## src/sv/idl_pkg.sv

```systemverilog
// Shared types, constants and opcodes for the identifier list core.
`default_nettype none

package idl_pkg;

	// Field widths
	localparam int PID_W     = 23;
	localparam int TYPE_W    = 2;
	localparam int LIMIT_W   = 7;
	localparam int FIDX_W    = 6;
	localparam int OUT_CNT_W = 7;

	// Stream word widths (fields packed from bit 0, padded to bytes)
	localparam int S_TDATA_W = 24;
	localparam int M_TDATA_W = 16;

	// Defaults
	localparam int                 LIST_DEPTH_DEF = 64;
	localparam logic [LIMIT_W-1:0] LIMIT_RESET    = 7'd64;

	// Request opcodes
	localparam logic [TYPE_W-1:0] OP_ADD    = 2'd0;
	localparam logic [TYPE_W-1:0] OP_REMOVE = 2'd1;
	localparam logic [TYPE_W-1:0] OP_FIND   = 2'd2;

	// Result status codes
	localparam logic STATUS_OK   = 1'b0;
	localparam logic STATUS_FAIL = 1'b1;

	// Sequencer states
	typedef enum logic [1:0] {
		ST_IDLE,
		ST_SEARCH,
		ST_APPLY
	} state_t;

	// Per-request update strobes broadcast to every cell
	typedef struct packed {
		logic add_en;
		logic rm_en;
	} cell_ctrl_t;

endpackage

`default_nettype wire

```

## src/sv/idl_cell.sv

```systemverilog
// One list cell: holds an identifier, compares it and shifts from its upper neighbor.
`default_nettype none

module idl_cell
	import idl_pkg::*;
#(
	parameter int CELL_IDX = 0,
	parameter int CNT_W    = 7,
	parameter int IDX_W    = 6
) (
	input  wire logic             clk,
	input  wire cell_ctrl_t       ctrl,
	input  wire logic [CNT_W-1:0] count,
	input  wire logic [IDX_W-1:0] hit_idx,
	input  wire logic [PID_W-1:0] pid,
	input  wire logic [PID_W-1:0] next_entry,
	output logic      [PID_W-1:0] entry,
	output logic                  match
);

	logic [PID_W-1:0] entry_q;
	logic             live;
	logic             wr_here;
	logic             shift_here;

	// Decode what this position does for the current request
	always_comb begin
		live       = CNT_W'(CELL_IDX) < count;
		wr_here    = ctrl.add_en && (count == CNT_W'(CELL_IDX));
		shift_here = ctrl.rm_en && (IDX_W'(CELL_IDX) >= hit_idx)
			&& (CNT_W'(CELL_IDX + 1) < count);
		match      = live && (entry_q == pid);
	end

	// Load on append, take the neighbor's word on a closing shift
	always_ff @(posedge clk) begin
		if (wr_here) begin
			entry_q <= pid;
		end else if (shift_here) begin
			entry_q <= next_entry;
		end
	end

	assign entry = entry_q;

endmodule

`default_nettype wire

```

## src/sv/idl_first_hit.sv

```systemverilog
// Registered binary tree that finds the lowest matching cell position.
`default_nettype none

module idl_first_hit
	import idl_pkg::*;
#(
	parameter int DEPTH = LIST_DEPTH_DEF
) (
	input  wire logic                     clk,
	input  wire logic [DEPTH-1:0]         match,
	output logic                          hit,
	output logic [$clog2(DEPTH)-1:0]      hit_idx
);

	localparam int IDX_W  = $clog2(DEPTH);
	localparam int LEAVES = 1 << IDX_W;
	localparam int NODES  = 2 * LEAVES - 1;

	// Heap layout: node n has children 2n+1 and 2n+2, leaves start at LEAVES-1
	logic             hit_q [NODES];
	logic [IDX_W-1:0] idx_q [NODES];

	// Advance every level each cycle; the lower child wins on a tie
	always_ff @(posedge clk) begin
		for (int j = 0; j < LEAVES; j++) begin
			hit_q[LEAVES-1+j] <= (j < DEPTH) ? match[j] : 1'b0;
			idx_q[LEAVES-1+j] <= IDX_W'(j);
		end
		for (int n = 0; n < LEAVES - 1; n++) begin
			hit_q[n] <= hit_q[2*n+1] | hit_q[2*n+2];
			idx_q[n] <= hit_q[2*n+1] ? idx_q[2*n+1] : idx_q[2*n+2];
		end
	end

	assign hit     = hit_q[0];
	assign hit_idx = idx_q[0];

endmodule

`default_nettype wire

```

## src/sv/id_list_add_remove_find_core.sv

```systemverilog
// Top level of the bounded identifier list with add, remove and find.
//
//  channel | direction | handshake          | word contents (lowest bit first)
//  s_*     | in        | s_tvalid/s_tready  | tdata: pid_value[22:0]; tuser: req_type[1:0]
//  m_*     | out       | m_tvalid/m_tready  | tdata: found_index[5:0], entry_count[12:6];
//          |           |                    | tuser: status[0]
//  cfg_*   | in        | cfg_valid/cfg_ready| cfg_data: list_limit[6:0]
//
// One request is in work at a time; it passes through a search state and
// then apply, the search spanning the registered first-match tree that follows
// the parallel compare in the cell row.
// A new request is taken while the previous result still waits in the
// output register; a stalled output holds the finished request in apply.
// Reset clears the count and sets list_limit to 64; cell contents are
// undefined until written and are never read above the count.
`default_nettype none

module id_list_add_remove_find_core
	import idl_pkg::*;
#(
	parameter int LIST_DEPTH = LIST_DEPTH_DEF
) (
	input  wire logic                 clk,
	input  wire logic                 arst_n,
	// pid_value[22:0], zero pad
	input  wire logic [S_TDATA_W-1:0] s_tdata,
	// req_type[1:0]
	input  wire logic [TYPE_W-1:0]    s_tuser,
	input  wire logic                 s_tvalid,
	output logic                      s_tready,
	// found_index[5:0], entry_count[12:6], zero pad
	output logic [M_TDATA_W-1:0]      m_tdata,
	// status[0]
	output logic [0:0]                m_tuser,
	output logic                      m_tvalid,
	input  wire logic                 m_tready,
	input  wire logic [LIMIT_W-1:0]   cfg_data,
	input  wire logic                 cfg_valid,
	output logic                      cfg_ready
);

	localparam int IDX_W   = $clog2(LIST_DEPTH);
	localparam int CNT_W   = $clog2(LIST_DEPTH + 1);
	localparam int CMP_W   = (CNT_W > LIMIT_W) ? CNT_W : LIMIT_W;
	localparam int SRCH_N  = IDX_W + 1;
	localparam int SCNT_W  = $clog2(SRCH_N + 1);

	state_t              state_q, state_d;
	logic [SCNT_W-1:0]   srch_cnt_q;
	logic [LIMIT_W-1:0]  limit_q;
	logic [CNT_W-1:0]    count_q;
	logic [TYPE_W-1:0]   op_q;
	logic [PID_W-1:0]    pid_q;

	logic                out_valid_q;
	logic                out_status_q;
	logic [FIDX_W-1:0]   out_idx_q;
	logic [OUT_CNT_W-1:0] out_cnt_q;

	logic                in_fire;
	logic                out_free;
	logic                apply_fire;
	logic                search_last;

	logic [PID_W-1:0]    entries [LIST_DEPTH];
	logic [LIST_DEPTH-1:0] match_vec;
	logic                root_hit;
	logic [IDX_W-1:0]    root_idx;
	cell_ctrl_t          cell_ctrl;

	logic                can_add;
	logic                res_status;
	logic [CNT_W-1:0]    res_count;
	logic [IDX_W+FIDX_W-1:0]       idx_wide;
	logic [CNT_W+OUT_CNT_W-1:0]    cnt_wide;

	// Configuration register is always writable
	assign cfg_ready = 1'b1;

	always_ff @(posedge clk or negedge arst_n) begin
		if (!arst_n) begin
			limit_q <= LIMIT_RESET;
		end else if (cfg_valid) begin
			limit_q <= cfg_data;
		end
	end

	// Handshake strobes
	assign in_fire     = s_tvalid && s_tready;
	assign out_free    = !out_valid_q || m_tready;
	assign search_last = srch_cnt_q == SCNT_W'(SRCH_N - 1);

	// Next-state logic
	always_comb begin
		state_d = state_q;
		unique case (state_q)
			ST_IDLE:   if (s_tvalid) state_d = ST_SEARCH;
			ST_SEARCH: if (search_last) state_d = ST_APPLY;
			ST_APPLY:  if (out_free) state_d = ST_IDLE;
			default:   state_d = ST_IDLE;
		endcase
	end

	// State outputs
	always_comb begin
		s_tready   = 1'b0;
		apply_fire = 1'b0;
		unique case (state_q)
			ST_IDLE:   s_tready = 1'b1;
			ST_SEARCH: ;
			ST_APPLY:  apply_fire = out_free;
			default:   ;
		endcase
	end

	always_ff @(posedge clk or negedge arst_n) begin
		if (!arst_n) begin
			state_q    <= ST_IDLE;
			srch_cnt_q <= '0;
		end else begin
			state_q <= state_d;
			if (in_fire) begin
				srch_cnt_q <= '0;
			end else if (state_q == ST_SEARCH) begin
				srch_cnt_q <= srch_cnt_q + SCNT_W'(1);
			end
		end
	end

	// Capture the request word
	always_ff @(posedge clk) begin
		if (in_fire) begin
			op_q  <= s_tuser;
			pid_q <= s_tdata[PID_W-1:0];
		end
	end

	// Cell row
	for (genvar i = 0; i < LIST_DEPTH; i++) begin : g_cell
		logic [PID_W-1:0] nbr;
		assign nbr = (i == LIST_DEPTH - 1) ? entries[i] : entries[(i + 1) % LIST_DEPTH];
		idl_cell #(
			.CELL_IDX (i),
			.CNT_W    (CNT_W),
			.IDX_W    (IDX_W)
		) u_cell (
			.clk        (clk),
			.ctrl       (cell_ctrl),
			.count      (count_q),
			.hit_idx    (root_idx),
			.pid        (pid_q),
			.next_entry (nbr),
			.entry      (entries[i]),
			.match      (match_vec[i])
		);
	end

	idl_first_hit #(
		.DEPTH (LIST_DEPTH)
	) u_first_hit (
		.clk     (clk),
		.match   (match_vec),
		.hit     (root_hit),
		.hit_idx (root_idx)
	);

	// Form the result and the cell strobes
	always_comb begin
		can_add = (CMP_W'(count_q) < CMP_W'(limit_q))
			&& (CMP_W'(count_q) < CMP_W'(LIST_DEPTH));
		cell_ctrl.add_en = 1'b0;
		cell_ctrl.rm_en  = 1'b0;
		res_status = STATUS_FAIL;
		res_count  = count_q;
		idx_wide   = '0;
		unique case (op_q)
			OP_ADD: begin
				if (can_add) begin
					cell_ctrl.add_en = apply_fire;
					res_status       = STATUS_OK;
					res_count        = count_q + CNT_W'(1);
				end
			end
			OP_REMOVE: begin
				if (root_hit) begin
					cell_ctrl.rm_en = apply_fire;
					res_status      = STATUS_OK;
					res_count       = count_q - CNT_W'(1);
					idx_wide        = {{FIDX_W{1'b0}}, root_idx};
				end
			end
			OP_FIND: begin
				if (root_hit) begin
					res_status = STATUS_OK;
					idx_wide   = {{FIDX_W{1'b0}}, root_idx};
				end
			end
			default: ;
		endcase
		cnt_wide = {{OUT_CNT_W{1'b0}}, res_count};
	end

	// Commit the count
	always_ff @(posedge clk or negedge arst_n) begin
		if (!arst_n) begin
			count_q <= '0;
		end else if (apply_fire) begin
			count_q <= res_count;
		end
	end

	// Output register
	always_ff @(posedge clk or negedge arst_n) begin
		if (!arst_n) begin
			out_valid_q <= 1'b0;
		end else if (apply_fire) begin
			out_valid_q <= 1'b1;
		end else if (m_tready) begin
			out_valid_q <= 1'b0;
		end
	end

	always_ff @(posedge clk) begin
		if (apply_fire) begin
			out_status_q <= res_status;
			out_idx_q    <= idx_wide[FIDX_W-1:0];
			out_cnt_q    <= cnt_wide[OUT_CNT_W-1:0];
		end
	end

	assign m_tvalid = out_valid_q;
	assign m_tuser  = out_status_q;
	assign m_tdata  = {{(M_TDATA_W - FIDX_W - OUT_CNT_W){1'b0}}, out_cnt_q, out_idx_q};

endmodule

`default_nettype wire

```

## config.mk

```make
export PLATFORM = sky130hd
export DESIGN_NAME = id_list_add_remove_find_core
export DESIGN_NICKNAME = d
export VERILOG_FILES = /design/src/sv/idl_pkg.sv /design/src/sv/idl_cell.sv /design/src/sv/idl_first_hit.sv /design/src/sv/id_list_add_remove_find_core.sv
export SDC_FILE = /design/constraint.sdc
export NUM_CORES = 2
export LEC_CHECK = 0
export BUFFER_PORTS_ARGS = -buffer_cell sky130_fd_sc_hd__buf_2
export CAP_MARGIN = 20
export CELL_PAD_IN_SITES_DETAIL_PLACEMENT = 1
export CELL_PAD_IN_SITES_GLOBAL_PLACEMENT = 1
export CORE_AREA = 2 2 412 496
export CTS_CLUSTER_SIZE = 30
export DETAILED_ROUTE_END_ITERATION = 12
export DIE_AREA = 0 0 414 498
export GPL_TIMING_DRIVEN = 0
export PLACE_DENSITY_LB_ADDON = 0.1
export SYNTH_ARGS = -nofsm -noshare
export SYNTH_HDL_FRONTEND = slang
export SYNTH_SLANG_ARGS = --single-unit
```

## constraint.sdc

```tcl
create_clock -name clk -period 8.6 [get_ports clk]
set_input_delay 0 -clock clk [delete_from_list [all_inputs] [get_ports clk]]
set_output_delay 0 -clock clk [all_outputs]
set_load 0.05 [all_outputs]
```

==> reports/summary.txt <==
Root buf cell = clkbuf_16
Slew margin rel. = 0.1130
Crit path kind = reg -> reg
Placed cell area = 0.09760 sq mm
Maximum clock insertion buffer count = 3
Pleak = 34.30 nW
Seq cells post-synth = 1778
Min-delay worst type = in -> reg
Pre-antenna DRT Iters = 7
Routed WL = 514700 microns
Synthesized-area fraction occupied by adder cells = 0.002358
Design Power = 0.02191 W
GP Congestion = 1.055
DR DRC count = 0
Crit share post-route = 0.6903
Post-layout util = 0.5235
Synth Area in XOR/XNOR = 0.1430
Synth Area in Compound Gates = 0.01193
Routed Antenna Nets = 0
Clock sinks = 1778
Top cells by count, synth = edfxtp_1, mux2_2, xor2_1
Fill cells = 19.58k
Worst-path clk slew = 0.07 ns
Postcts setup bufs = 0
Tmin final = 5.937 ns
VDD IR max = 0.2109 mV
Die Area = 0.2062 sq mm
Rows = 181
Largest family of logic cells by synthesized area = multiplexers
Crit-path cells = clkbuf_1 > clkbuf_1 > clkbuf_1 > nand2_1 > nand3_1 > o311ai_0 > buf_2 > nand2_1
Worst-skew pair later-pin latency = 0.91 ns
Worst Setup Start Kind = register
CTS tree = done
Slew Viols, Final = 0
CTS buffer count = 190
Vias per cell = 6.741
Synthesis warning total = 0
Cell total after placement = 9370
Final Cell Area = 0.1055 sq mm
Share of the synthesized area in the top cell type = 0.5031
Crit-path max cell delay = 0.85 ns
Top-count cell post-synth = edfxtp_1
Number of global-route vias before repair = 63.88k
Avg WL per Cell = 52.05 microns
GRT overflow = 0
Final Hold Fails = 0
Slew @ Worst Pin = 1.331 ns
DR vias = 66.66k
Post-DP HPWL = 386900 microns
Initial antenna violation count = 79
Max-cap violations = 0
Synth top area cells = edfxtp_1, mux2_2, xor2_1
H-tree Lvls = 4
Synth Area in Simple Gates = 0.05982
Synthesized cell area = 0.09019 sq mm
Die width = 414 microns
Area Growth Syn to Fin = 16.99%
Power density cells = 207.6 mW/mm^2
Die span in y = 498 microns
Slowest CP cell = nand2_1
CP most frequent cell = clkbuf_1
Critical-path maximum fanout = 23
DRT iter0 DRCs = 11.12k
Core Box Area = 0.2016 sq mm
Top_reg_cell synth = edfxtp_1
Critical path arrival = 6.43 ns
Largest area contributor in the netlist = edfxtp_1
Sequential share of the synthesized area = 0.5635
Status = complete, no violations
CP required = 9.09 ns
Final nets = 7070
Io pins = 58
Layout cells sized above 1 = 0.3456
Largest net degree at the start of global routing = 24
Mean Syn Cell Area = 13.94 sq um
Post-Syn Instances = 6469
First-pass GRT wire length = 653600 microns
Overall routing resource usage = 0.4889
Asr flop ratio synth = 0.01125
Multiplexer share of the synthesized area = 0.1900
Fmax = 168.4 MHz
Port bufs = 52
Clock skew = 0.05471 ns
Starting density of the core = 0.4475
Final setup fails = 0
Final std cells w/o fill = 9889
CP Capture Type = register
Total negative slack = 0 ns
EDFF count, synth = 1511
Library cells used by synthesis = 72
RSZ-0062 raised after global routing = false
-- sequential cells by signal, summed over array words and instances, names as in the netlist, 2 cells and up --
| signal | cells |
|---|---|
| pid_q | 23 |
| srch_cnt_q | 3 |
| state_q | 2 |
| out_idx_q | 6 |
| u_first_hit.idx_q | 120 |
| out_cnt_q | 7 |
| g_cell.u_cell.entry | 1472 |
| limit_q | 7 |
| count_q | 7 |
| u_first_hit.hit_q | 127 |
| op_q | 2 |
-- what timing repair did --
item	CTS	global route
hold endpoints to repair	65	0
hold buffers	83	0
resized for setup	0	0
-- critical path: cells and delay by family, from the launching register on --
family | cells | cell delay (ns)
and+or+nand+nor | 3 | 2.28
buffers and inverters | 4 | 2.28
AOI/OAI and AO/OA | 1 | 0.34
DFF | 1 | 0.63
-- routing by layer --
metal / GRT usage / vias to the layer above / routed length (microns)
met5: 0 / - / 198
met4: 0.4275 / 26 / 55220
met3: 0.1447 / 1692 / 63740
met2: 0.6947 / 5532 / 212200
met1: 0.6044 / 34570 / 183400
li1: - / 24840 / -
-- per-stage QoR --
step,hold WS (ns),worst slack [ns]
finish,0.1543,2.663
global route,0.1740,2.989
CTS,0.05308,3.168
detailed placement,0.1329,3.160
global placement,0.1208,0.8785
floorplan,-0.2956,4.118
-- layout make-up --
cell class,instances,area (sq um),share of cell area
flip-flops and latches,1778,50820,0.4817
clock inverters,85,884.6,0.008384
clock buffers,271,5528,0.05239
repair buffers,352,5124,0.04856
plain buffers,526,2570,0.02436
diodes,57,142.6,0.001352
inverters,82,307.8,0.002917
multi-input cells,4085,36820,0.3489
well taps,2653,3319,0.03146
-- layout by cell type (no fill, tap or decap), types with 11 or more instances in the layout --
master,synthesis,routed
clkinv_1,1,16
mux2_4,38,38
nand4_1,225,225
nand2_1,113,113
nand3_1,82,82
buf_2,114,267
and3_1,24,24
mux2_1,33,33
nor2b_1,11,11
buf_16,0,34
edfxtp_1,1511,1511
ha_1,17,17
buf_8,2,53
or2_2,66,66
mux2_2,1437,1437
a21oi_1,37,36
dfrtp_1,19,19
diode_2,0,57
buf_6,16,27
nor3_1,35,32
clkinv_2,0,35
dlygate4sd3_1,0,82
buf_4,22,32
clkbuf_8,0,21
nor2_1,46,45
xnor2_1,610,610
o21ai_0,43,34
dfxtp_1,247,247
nor4_1,264,262
clkbuf_1,261,228
buf_12,0,105
buf_1,111,15
xor2_1,862,862
bufinv_16,0,13
clkbuf_16,0,202
clkbuf_2,0,77
inv_1,81,81
-- worst paths after layout --
kind / from / to / slack, ns / cells past startpoint
max in group asynchronous: arst_n / count_q[0]$_DFFE_PN0N_ / 7.83 / 4
worst max-delay path: count_q[2]$_DFFE_PN0N_ / g_cell[60].u_cell.entry[10]$_DFFE_PP_ / 2.66 / 8
worst min-delay path: s_tvalid / srch_cnt_q[1]$_DFFE_PN0P_ / 0.15 / 5
min in group asynchronous: arst_n / limit_q[6]$_DFFE_PN1P_ / 0.51 / 3
worst max register to register: count_q[2]$_DFFE_PN0N_ / g_cell[60].u_cell.entry[10]$_DFFE_PP_ / 2.66 / 8
worst min register to register: u_first_hit.hit_q[107]$_DFF_P_ / u_first_hit.idx_q[3][30]$_DFF_P_ / 0.37 / 1
-- power by group --
group,switching (W),internal (W),total [W]
combinational,0.00298,0.000893,0.00387
sequential,0.0000580,0.00926,0.00932
clock,0.00383,0.00489,0.00872
-- cell families after synthesis --
kind of cell,Yosys count
AO/OA/AOI/OAI,163
XOR/XNOR,1472
adder cells (fa/ha/maj),17
buffers and inverters,608
flip-flops,1778
multiplexers,1509
other,2
AND/OR/NAND/NOR,920
Power figures use the tool's default switching activity.
